## src/rtl/ocf_pkg.sv

```systemverilog
package ocf_pkg;

    localparam int SAMPLE_W        = 16;
    localparam int CHANNEL_W       = 4;
    localparam int COUNT_W         = 16;
    localparam int SLOT_W          = 5;   // holds a burst slot for BURST_LEN up to 32
    localparam int DEF_CHANNELS    = 16;
    localparam int DEF_BURST_LEN   = 8;
    localparam int QUEUE_DEPTH     = 2;
    localparam int PADDR_W         = 3;
    localparam int PDATA_W         = 32;
    localparam logic [SAMPLE_W-1:0] DEV_LIMIT_RESET = 16'd100;

    typedef enum logic [0:0] {
        REG_DEVIATION_LIMIT = 1'b0
    } reg_index_t;

    typedef struct packed {
        logic [SAMPLE_W-1:0]  sample;
        logic [CHANNEL_W-1:0] channel;
    } in_item_t;

    typedef struct packed {
        logic [SAMPLE_W-1:0] filtered_value;
        logic                replaced_by_burst;
        logic [COUNT_W-1:0]  replacement_count;
    } out_item_t;

    // Work handed from the front to the back through the queue
    typedef struct packed {
        logic                 is_burst;
        logic [CHANNEL_W-1:0] channel;
        logic [SAMPLE_W-1:0]  held;
        logic [COUNT_W-1:0]   repl;
    } job_t;

    // Outlier buffer write from the front
    typedef struct packed {
        logic                 en;
        logic [CHANNEL_W-1:0] channel;
        logic [SLOT_W-1:0]    slot;
        logic [SAMPLE_W-1:0]  data;
    } buf_wr_t;

    // Held value written back by the back after a burst
    typedef struct packed {
        logic                 en;
        logic [CHANNEL_W-1:0] channel;
        logic [SAMPLE_W-1:0]  held;
        logic [COUNT_W-1:0]   repl;
    } held_wb_t;

endpackage

```

## src/rtl/ocf_queue.sv

```systemverilog
module ocf_queue (
    input  logic          aclk,
    input  logic          aresetn,
    input  logic          push,
    input  ocf_pkg::job_t push_data,
    output logic          full,
    input  logic          pop,
    output logic          not_empty,
    output ocf_pkg::job_t head
);

    localparam int DEPTH = ocf_pkg::QUEUE_DEPTH;
    localparam int PTR_W = (DEPTH > 1) ? $clog2(DEPTH) : 1;
    localparam int CNT_W = $clog2(DEPTH + 1);

    ocf_pkg::job_t    entry_reg [DEPTH];
    logic [PTR_W-1:0] wr_ptr_reg;
    logic [PTR_W-1:0] rd_ptr_reg;
    logic [CNT_W-1:0] cnt_reg;

    assign full      = (cnt_reg == CNT_W'(DEPTH));
    assign not_empty = (cnt_reg != '0);
    assign head      = entry_reg[rd_ptr_reg];

    always_ff @(posedge aclk) begin
        if (!aresetn) begin
            wr_ptr_reg <= '0;
            rd_ptr_reg <= '0;
            cnt_reg    <= '0;
        end else begin
            if (push) begin
                wr_ptr_reg <= (wr_ptr_reg == PTR_W'(DEPTH - 1)) ? '0 : wr_ptr_reg + 1'b1;
            end
            if (pop) begin
                rd_ptr_reg <= (rd_ptr_reg == PTR_W'(DEPTH - 1)) ? '0 : rd_ptr_reg + 1'b1;
            end
            if (push && !pop) begin
                cnt_reg <= cnt_reg + 1'b1;
            end else if (pop && !push) begin
                cnt_reg <= cnt_reg - 1'b1;
            end
        end
    end

    always_ff @(posedge aclk) begin
        if (push) begin
            entry_reg[wr_ptr_reg] <= push_data;
        end
    end

endmodule

```

## src/rtl/ocf_front.sv

```systemverilog
module ocf_front #(
    parameter int CHANNELS  = ocf_pkg::DEF_CHANNELS,
    parameter int BURST_LEN = ocf_pkg::DEF_BURST_LEN
) (
    input  logic                           aclk,
    input  logic                           aresetn,
    input  logic                           s_valid,
    output logic                           s_ready,
    input  ocf_pkg::in_item_t              s_data,
    input  logic [ocf_pkg::SAMPLE_W-1:0]   dev_limit,
    input  logic                           q_full,
    output logic                           q_push,
    output ocf_pkg::job_t                  q_data,
    output ocf_pkg::buf_wr_t               buf_wr,
    input  ocf_pkg::held_wb_t              held_wb
);

    localparam int SW     = ocf_pkg::SAMPLE_W;
    localparam int RW     = ocf_pkg::COUNT_W;
    localparam int CW     = ocf_pkg::CHANNEL_W;
    localparam int SLOT_W = ocf_pkg::SLOT_W;
    localparam int CIW    = (CHANNELS > 1) ? $clog2(CHANNELS) : 1;
    localparam int CNT_W  = $clog2(BURST_LEN);
    localparam int ENT_W  = SW + CNT_W + RW;
    localparam int CMP_W  = 8;

    typedef enum logic [1:0] {
        F_IDLE = 2'b01,
        F_EVAL = 2'b10
    } fstate_t;

    fstate_t           state_reg, state_next;
    logic [SW-1:0]     smp_reg;
    logic [CW-1:0]     ch_reg;
    logic [ENT_W-1:0]  ent_reg;
    logic              ent_vld_reg;
    logic              burst_pending_reg, burst_pending_next;

    // Per-channel held value, outlier count and replacement count
    logic [ENT_W-1:0]    chan_mem [CHANNELS];
    logic [CHANNELS-1:0] chan_vld_reg;

    logic              accept;
    logic [CIW-1:0]    s_idx;
    logic              s_in_range;
    logic [CIW-1:0]    ch_idx;
    logic              in_range;
    logic [SW-1:0]     held;
    logic [CNT_W-1:0]  cnt;
    logic [RW-1:0]     repl;
    logic [SW-1:0]     diff;
    logic              is_out;
    logic              last_slot;
    logic              mem_we;
    logic [CIW-1:0]    mem_waddr;
    logic [ENT_W-1:0]  mem_wdata;
    logic              f_we;
    logic [ENT_W-1:0]  f_wdata;

    assign s_ready    = (state_reg == F_IDLE) && !burst_pending_reg && !q_full;
    assign accept     = s_valid && s_ready;
    assign s_idx      = CIW'(s_data.channel);
    assign s_in_range = (CMP_W'(s_data.channel) < CMP_W'(CHANNELS));
    assign ch_idx     = CIW'(ch_reg);
    assign in_range   = (CMP_W'(ch_reg) < CMP_W'(CHANNELS));

    assign held = ent_vld_reg ? ent_reg[ENT_W-1 -: SW]       : '0;
    assign cnt  = ent_vld_reg ? ent_reg[RW +: CNT_W]          : '0;
    assign repl = ent_vld_reg ? ent_reg[RW-1:0]               : '0;
    assign diff = (smp_reg >= held) ? (smp_reg - held) : (held - smp_reg);
    assign is_out    = (diff > dev_limit);
    assign last_slot = (cnt == CNT_W'(BURST_LEN - 1));

    always_comb begin
        q_push  = 1'b0;
        q_data  = '0;
        buf_wr  = '0;
        f_we    = 1'b0;
        f_wdata = '0;
        burst_pending_next = burst_pending_reg;
        state_next = state_reg;
        if (held_wb.en) begin
            burst_pending_next = 1'b0;
        end
        case (state_reg)
            F_IDLE: begin
                if (accept) begin
                    state_next = F_EVAL;
                end
            end
            F_EVAL: begin
                q_push     = 1'b1;
                state_next = F_IDLE;
                q_data.channel = ch_reg;
                if (in_range) begin
                    f_we = 1'b1;
                    if (is_out) begin
                        buf_wr.en      = 1'b1;
                        buf_wr.channel = ch_reg;
                        buf_wr.slot    = SLOT_W'(cnt);
                        buf_wr.data    = smp_reg;
                        q_data.held    = held;
                        if (last_slot) begin
                            q_data.is_burst    = 1'b1;
                            q_data.repl        = repl + 1'b1;
                            f_wdata            = {held, CNT_W'(0), repl + 1'b1};
                            burst_pending_next = 1'b1;
                        end else begin
                            q_data.repl = repl;
                            f_wdata     = {held, cnt + 1'b1, repl};
                        end
                    end else begin
                        q_data.held = smp_reg;
                        q_data.repl = repl;
                        f_wdata     = {smp_reg, CNT_W'(0), repl};
                    end
                end
            end
            default: begin
                state_next = F_IDLE;
            end
        endcase
    end

    // The back only writes while the front is stalled on a pending burst
    assign mem_we    = held_wb.en || f_we;
    assign mem_waddr = held_wb.en ? CIW'(held_wb.channel) : ch_idx;
    assign mem_wdata = held_wb.en ? {held_wb.held, CNT_W'(0), held_wb.repl} : f_wdata;

    always_ff @(posedge aclk) begin
        if (!aresetn) begin
            state_reg         <= F_IDLE;
            burst_pending_reg <= 1'b0;
            chan_vld_reg      <= '0;
        end else begin
            state_reg         <= state_next;
            burst_pending_reg <= burst_pending_next;
            if (mem_we) begin
                chan_vld_reg[mem_waddr] <= 1'b1;
            end
        end
    end

    always_ff @(posedge aclk) begin
        if (accept) begin
            smp_reg     <= s_data.sample;
            ch_reg      <= s_data.channel;
            ent_vld_reg <= s_in_range && chan_vld_reg[s_idx];
        end
        if (accept && s_in_range) begin
            ent_reg <= chan_mem[s_idx];
        end
        if (mem_we) begin
            chan_mem[mem_waddr] <= mem_wdata;
        end
    end

endmodule

```

## src/rtl/ocf_back.sv

```systemverilog
module ocf_back #(
    parameter int CHANNELS  = ocf_pkg::DEF_CHANNELS,
    parameter int BURST_LEN = ocf_pkg::DEF_BURST_LEN
) (
    input  logic                aclk,
    input  logic                aresetn,
    input  logic                q_not_empty,
    input  ocf_pkg::job_t       q_head,
    output logic                q_pop,
    input  ocf_pkg::buf_wr_t    buf_wr,
    output ocf_pkg::held_wb_t   held_wb,
    output logic                m_valid,
    input  logic                m_ready,
    output ocf_pkg::out_item_t  m_data
);

    localparam int SW     = ocf_pkg::SAMPLE_W;
    localparam int RW     = ocf_pkg::COUNT_W;
    localparam int CW     = ocf_pkg::CHANNEL_W;
    localparam int DEPTH  = CHANNELS * BURST_LEN;
    localparam int AW     = $clog2(DEPTH);
    localparam int IDX_W  = $clog2(BURST_LEN);

    typedef enum logic [3:0] {
        B_IDLE = 4'b0001,
        B_READ = 4'b0010,
        B_LAST = 4'b0100,
        B_FIN  = 4'b1000
    } bstate_t;

    bstate_t             state_reg, state_next;
    logic [CW-1:0]       ch_reg;
    logic [RW-1:0]       repl_reg;
    logic [IDX_W-1:0]    idx_reg, idx_next;
    logic [SW-1:0]       rd_data_reg;
    logic                rd_vld_reg;
    logic [SW-1:0]       top_reg [4];
    logic                m_valid_reg, m_valid_next;
    ocf_pkg::out_item_t  m_data_reg, m_data_next;

    logic [SW-1:0]       buf_mem [DEPTH];

    logic                out_free;
    logic                rd_en;
    logic                start;
    logic [AW-1:0]       rd_addr;
    logic [AW-1:0]       wr_addr;
    logic [SW:0]         mid_sum;
    logic [SW-1:0]       mean;

    assign out_free = !m_valid_reg || m_ready;
    assign m_valid  = m_valid_reg;
    assign m_data   = m_data_reg;

    assign rd_addr = AW'(ch_reg) * AW'(BURST_LEN) + AW'(idx_reg);
    assign wr_addr = AW'(buf_wr.channel) * AW'(BURST_LEN) + AW'(buf_wr.slot);

    // Third and fourth largest, summed at 17 bits
    assign mid_sum = {1'b0, top_reg[2]} + {1'b0, top_reg[3]};
    assign mean    = mid_sum[SW:1];

    always_comb begin
        state_next   = state_reg;
        idx_next     = idx_reg;
        q_pop        = 1'b0;
        rd_en        = 1'b0;
        start        = 1'b0;
        held_wb      = '0;
        m_valid_next = m_valid_reg && !m_ready;
        m_data_next  = m_data_reg;
        case (state_reg)
            B_IDLE: begin
                if (q_not_empty && out_free) begin
                    q_pop = 1'b1;
                    if (q_head.is_burst) begin
                        start      = 1'b1;
                        idx_next   = '0;
                        state_next = B_READ;
                    end else begin
                        m_valid_next                  = 1'b1;
                        m_data_next.filtered_value    = q_head.held;
                        m_data_next.replaced_by_burst = 1'b0;
                        m_data_next.replacement_count = q_head.repl;
                    end
                end
            end
            B_READ: begin
                rd_en    = 1'b1;
                idx_next = idx_reg + 1'b1;
                if (idx_reg == IDX_W'(BURST_LEN - 1)) begin
                    state_next = B_LAST;
                end
            end
            B_LAST: begin
                state_next = B_FIN;
            end
            B_FIN: begin
                if (out_free) begin
                    held_wb.en                    = 1'b1;
                    held_wb.channel               = ch_reg;
                    held_wb.held                  = mean;
                    held_wb.repl                  = repl_reg;
                    m_valid_next                  = 1'b1;
                    m_data_next.filtered_value    = mean;
                    m_data_next.replaced_by_burst = 1'b1;
                    m_data_next.replacement_count = repl_reg;
                    state_next                    = B_IDLE;
                end
            end
            default: begin
                state_next = B_IDLE;
            end
        endcase
    end

    always_ff @(posedge aclk) begin
        if (!aresetn) begin
            state_reg   <= B_IDLE;
            m_valid_reg <= 1'b0;
            rd_vld_reg  <= 1'b0;
        end else begin
            state_reg   <= state_next;
            m_valid_reg <= m_valid_next;
            rd_vld_reg  <= rd_en;
        end
    end

    always_ff @(posedge aclk) begin
        m_data_reg <= m_data_next;
        idx_reg    <= idx_next;
        if (start) begin
            ch_reg   <= q_head.channel;
            repl_reg <= q_head.repl;
        end
        if (buf_wr.en) begin
            buf_mem[wr_addr] <= buf_wr.data;
        end
        if (rd_en) begin
            rd_data_reg <= buf_mem[rd_addr];
        end
    end

    // Running top four, largest first; zeros drop out once four entries are in
    always_ff @(posedge aclk) begin
        if (start) begin
            for (int k = 0; k < 4; k++) begin
                top_reg[k] <= '0;
            end
        end else if (rd_vld_reg) begin
            top_reg[0] <= (rd_data_reg > top_reg[0]) ? rd_data_reg : top_reg[0];
            for (int k = 1; k < 4; k++) begin
                if (rd_data_reg > top_reg[k-1]) begin
                    top_reg[k] <= top_reg[k-1];
                end else if (rd_data_reg > top_reg[k]) begin
                    top_reg[k] <= rd_data_reg;
                end
            end
        end
    end

endmodule

```

## src/rtl/outlier_confirm_channel_filter_unit.sv

```systemverilog
// Channel  | Direction | Handshake                | Payload
// s_       | in        | s_valid / s_ready        | s_data  (sample, channel)
// m_       | out       | m_valid / m_ready        | m_data  (filtered_value, replaced_by_burst,
//          |           |                          |          replacement_count)
// APB      | in        | psel / penable / pready  | paddr, pwdata, prdata (deviation_limit at 0)
//
// An item that does not complete a burst is accepted and then evaluated in the front
// against the channel state read from the per-channel store.
// For an item that completes a burst, the back reads the channel's outlier buffer
// one entry a cycle through its single read port.
// Reset is synchronous on aresetn; all channel state reads as zero after reset.
// A stalled m_ready holds items in the output register and the 2-entry queue; the
// front stops taking items when the queue is full or a burst is still being resolved.
module outlier_confirm_channel_filter_unit #(
    parameter int CHANNELS  = ocf_pkg::DEF_CHANNELS,
    parameter int BURST_LEN = ocf_pkg::DEF_BURST_LEN
) (
    input  logic                          aclk,
    input  logic                          aresetn,
    // input items
    input  logic                          s_valid,
    output logic                          s_ready,
    input  ocf_pkg::in_item_t             s_data,
    // result items
    output logic                          m_valid,
    input  logic                          m_ready,
    output ocf_pkg::out_item_t            m_data,
    // configuration
    input  logic                          psel,
    input  logic                          penable,
    input  logic                          pwrite,
    input  logic [ocf_pkg::PADDR_W-1:0]   paddr,
    input  logic [ocf_pkg::PDATA_W-1:0]   pwdata,
    output logic [ocf_pkg::PDATA_W-1:0]   prdata,
    output logic                          pready
);

    localparam int SW = ocf_pkg::SAMPLE_W;
    localparam int DW = ocf_pkg::PDATA_W;

    logic [SW-1:0]       dev_limit_reg;
    logic                cfg_wr;
    logic                reg_hit;

    logic                q_push;
    logic                q_full;
    logic                q_pop;
    logic                q_not_empty;
    ocf_pkg::job_t       q_in;
    ocf_pkg::job_t       q_head;
    ocf_pkg::buf_wr_t    buf_wr;
    ocf_pkg::held_wb_t   held_wb;

    // Register decode: word index is paddr[2]; only word 0 exists
    assign reg_hit = (paddr[2] == ocf_pkg::REG_DEVIATION_LIMIT);
    assign cfg_wr  = psel && penable && pwrite && reg_hit;
    assign pready  = 1'b1;
    assign prdata  = reg_hit ? DW'(dev_limit_reg) : '0;

    always_ff @(posedge aclk) begin
        if (!aresetn) begin
            dev_limit_reg <= ocf_pkg::DEV_LIMIT_RESET;
        end else if (cfg_wr) begin
            dev_limit_reg <= pwdata[SW-1:0];
        end
    end

    // Front: reads channel state, classifies in-limit / outlier / burst end,
    // updates the channel store and the outlier buffer
    ocf_front #(
        .CHANNELS  (CHANNELS),
        .BURST_LEN (BURST_LEN)
    ) u_front (
        .aclk      (aclk),
        .aresetn   (aresetn),
        .s_valid   (s_valid),
        .s_ready   (s_ready),
        .s_data    (s_data),
        .dev_limit (dev_limit_reg),
        .q_full    (q_full),
        .q_push    (q_push),
        .q_data    (q_in),
        .buf_wr    (buf_wr),
        .held_wb   (held_wb)
    );

    ocf_queue u_queue (
        .aclk      (aclk),
        .aresetn   (aresetn),
        .push      (q_push),
        .push_data (q_in),
        .full      (q_full),
        .pop       (q_pop),
        .not_empty (q_not_empty),
        .head      (q_head)
    );

    // Back: forwards plain results, resolves bursts by a top-four scan of the buffer
    ocf_back #(
        .CHANNELS  (CHANNELS),
        .BURST_LEN (BURST_LEN)
    ) u_back (
        .aclk        (aclk),
        .aresetn     (aresetn),
        .q_not_empty (q_not_empty),
        .q_head      (q_head),
        .q_pop       (q_pop),
        .buf_wr      (buf_wr),
        .held_wb     (held_wb),
        .m_valid     (m_valid),
        .m_ready     (m_ready),
        .m_data      (m_data)
    );

endmodule
```

## config.mk

```make
export PLATFORM = sky130hd
export DESIGN_NAME = outlier_confirm_channel_filter_unit
export DESIGN_NICKNAME = d
export VERILOG_FILES = /design/src/rtl/ocf_pkg.sv /design/src/rtl/ocf_queue.sv /design/src/rtl/ocf_front.sv /design/src/rtl/ocf_back.sv /design/src/rtl/outlier_confirm_channel_filter_unit.sv
export SDC_FILE = /design/constraint.sdc
export NUM_CORES = 2
export LEC_CHECK = 0
export BUFFER_PORTS_ARGS = -buffer_cell sky130_fd_sc_hd__buf_2
export CAP_MARGIN = 20
export CORE_AREA = 5 5 525 527
export CTS_CLUSTER_SIZE = 20
export DETAILED_ROUTE_END_ITERATION = 16
export DIE_AREA = 0 0 530 532
export GPL_TIMING_DRIVEN = 0
export HOLD_SLACK_MARGIN = 0.03
export PLACE_DENSITY = 0.71
export SKIP_LAST_GASP = 1
export SLEW_MARGIN = 40
export SYNTH_ARGS = -nofsm -noshare
export SYNTH_HDL_FRONTEND = slang
export SYNTH_HIERARCHICAL = 1
export SYNTH_SLANG_ARGS = --single-unit
```

## constraint.sdc

```tcl
create_clock -name aclk -period 6.9 [get_ports aclk]
set_clock_uncertainty 0.05 [all_clocks]
set_input_delay 1.035 -clock aclk [delete_from_list [all_inputs] [get_ports aclk]]
set_output_delay 1.035 -clock aclk [all_outputs]
set_load 0.1 [all_outputs]
```

==> results.md <==
- Die H: 532 microns
- Placed insts: between 10k and 15k
- Grt total ovfl: 0
- Num CTS Buffers: 304
- VDD IR max: 0.000290 V
- Largest register FFs: ~2.0k
- RSZ-0062 raised after global routing: false
- Max FO, Critical Path: 10
- Ports: 130
- Asr flop ratio synth: 0
- Most common cell in the netlist: edfxtp_1
- Clk sink count: 2920
- Top_reg_cell synth: edfxtp_1
- Worst hold slack: 0.256 ns
- Die Footprint: 0.282 sq mm
- Worst path max stage delay: about 0.5 ns
- Pre-CTS WS: -2.23 ns
- Period minus WS final: between 6 and 7 ns
- Register bit count reported by yosys: 2920
- TritonCTS clock tree: done
- Worst Path Required: 7.45 ns
- Final ANT Viol Nets: 0
- Aggregate global-route resource usage: 0.223
- Width of the chip: roughly 530 microns
- Crit start category: register
- RePlAce Congestion: 0.892
- Top cells by count, synth: 2874 x edfxtp_1, 516 x mux4_2, 476 x mux2i_1
- Final Max Slew Viols: 0
- Final hold vios: 0
- Crit share post-route: 0.978
- Largest net degree at the start of global routing: 55
- Routed WL: 321 mm
- Max-slew headroom: 0.403
- DR iter-0 viols: between 9k and 10k
- Worst-path clk slew: about 0.060 ns
- Finished Layout Cells: 10.9k
- Area added between synthesis and finish: 18.0%
- First-pass GRT wire length: 460 mm
- Mapped cell area: roughly 0.12 sq mm
- Crit-path slowest cell: or4_4
- Multi-input logic area: 0.0307 sq mm
- Share of cells above drive strength 1: 0.251
- # hold bufs at CTS: 0
- Setup crit end kind: register
- Synthesis Warnings: 6
- P per Cell Area: 302 mW/mm^2
- Dominant cell type by area after synthesis: edfxtp_1
- Min-Delay Path Class: in2reg
- Area fraction of the dominant cell type after synthesis: 0.729
- Vias in the first global route: 65.1k
- Leakage power: 48.8 nW
- Top post-synthesis cells by area: edfxtp_1 73%, mux4_2 9.8%, mux2i_1 4.0%
- Via count: roughly 66k
- Drt wl/cell: ~30 microns
- Row count: 191
- NumNets Final: 7314
- Register area: 0.0872 sq mm
- Slew @ Worst Pin: 0.896 ns
- Setup CP Type: reg2reg
- Worst-Skew Late Latency: 0.95 ns
- Syn avg cell area: 18.6 sq um
- Core area: approximately 0.27 sq mm
- Setup Viol. Count Final: 0
- Port bufs: 94
- Final worst setup slack: ~0.15 ns
- Worst Path Arrival: 7.30 ns
- Peak Freq: 148 MHz
- Max-cap violation count: 0
- H-tree depth: 5
- DRT Pass-1 Iters: 6
- Sequential share of the synthesized area: 0.737
- DRC Markers: 0
- EDFF count, synth: 2874
- Root Buffer: clkbuf_16
- Unique masters post-synth: slightly below 100
- Post-Synthesis Cells: between 6k and 7k
- Max Root-Sink Buffers: 4
- Post-DR vias/cell: 6.06
- Initial antenna violation count: 8
- DP HPWL: 212 mm
- Crit path top cell by count: buf_4
- FILL cells: 20.6k
- Status: finished, final reports clean
- Starting Density: 0.438
## critical path: cells and delay by family (launching register included)
family / cells / cell delay [ns]
adders and majority gates: 2 / 0.46
and+or+nand+nor: 11 / 2.59
xor gates and xnor gates: 1 / 0.16
buffers and inverters: 8 / 1.45
AOI/OAI and AO/OA: 5 / 1.23
DFF: 1 / 0.41
## where the power goes
part           internal, mW  switching [mW]  leakage, nW
clock network          8.79            6.58         4.47
registers              19.8           0.233         28.2
logic                  2.30            4.52         16.2
total                  30.9            11.3         48.8
## logic make-up (layout without fill, tap and decap cells)
group	after synthesis	after routing	share of synthesized area
simple gates	1029	1029	0.0420
compound gates	701	701	0.0416
mux	1032	1032	0.142
other cells	3	21	0.0000952
buf+inv	507	1451	0.0193
fa+ha+maj	138	138	0.0148
xor+xnor	38	38	0.00281
flops	2920	2920	0.737
## stage by stage
stage	cell area [sq um]	TNS [ns]	total power, mW	util
after detailed placement	127000	-4099.11	27.0	0.470
final	140000	0	42.2	0.517
after floorplan	118000	0	24.7	-
after global placement	123000	-	26.7	0.457
after global routing	140000	0	43.5	0.517
after CTS	139000	0	42.2	0.516
## cell type report
class | instances | share of cell area
repair buffers | 425 | 0.0405
plain buffers | 371 | 0.0137
inverters | 135 | 0.00363
diodes | 2 | 0.0000358
flip-flops and latches | 2920 | 0.625
clock inverters | 150 | 0.00803
multi-input cells | 2957 | 0.220
well taps | 3570 | 0.0320
clock buffers | 370 | 0.0574
## placed cells by master, fill, tap and decap left out, types with 133 or more instances in the layout
| cell | n |
|---|---|
| a21oi_1 | 160 |
| nor2_4 | 148 |
| nand3_1 | 136 |
| clkbuf_1 | 226 |
| ha_1 | 133 |
| clkbuf_16 | 311 |
| buf_4 | 133 |
| buf_12 | 168 |
| mux2i_1 | 475 |
| inv_1 | 133 |
| a22oi_1 | 144 |
| buf_2 | 174 |
| mux4_2 | 516 |
| edfxtp_1 | 2874 |
| nand2_1 | 320 |
## layer usage
metal | share of wire | GRT usage
met1 | 0.37 | 0.306
met2 | 0.47 | 0.348
met3 | 0.11 | 0.0441
met4 | 0.053 | 0.101
met5 | 0.000090 | 0
## repair_timing
item,CTS,global route
pin swaps,138,6
setup endpoints to repair,3745,2081
endpoints found under the hold margin,0,0
resized for setup,85,27
setup buffers,210,5
## worst paths after layout
| path | startpoint | endpoint | slack, ns | depth (start not counted) |
|---|---|---|---|---|
| setup / recovery | u_front/ent_vld_reg$_DFFE_PP_ | u_back/buf_mem[84][10]$_DFFE_PP_ | 0.15 | 27 |
| hold / removal | s_data[14] | u_front/smp_reg[10]$_DFFE_PP_ | 0.26 | 1 |
| setup reg to reg | u_front/ent_vld_reg$_DFFE_PP_ | u_back/buf_mem[84][10]$_DFFE_PP_ | 0.15 | 27 |
| hold reg to reg | u_front/chan_vld_reg[10]$_SDFFE_PN0N_ | u_front/chan_vld_reg[10]$_SDFFE_PN0N_ | 0.41 | 1 |
(Power assumes the default switching activity.)
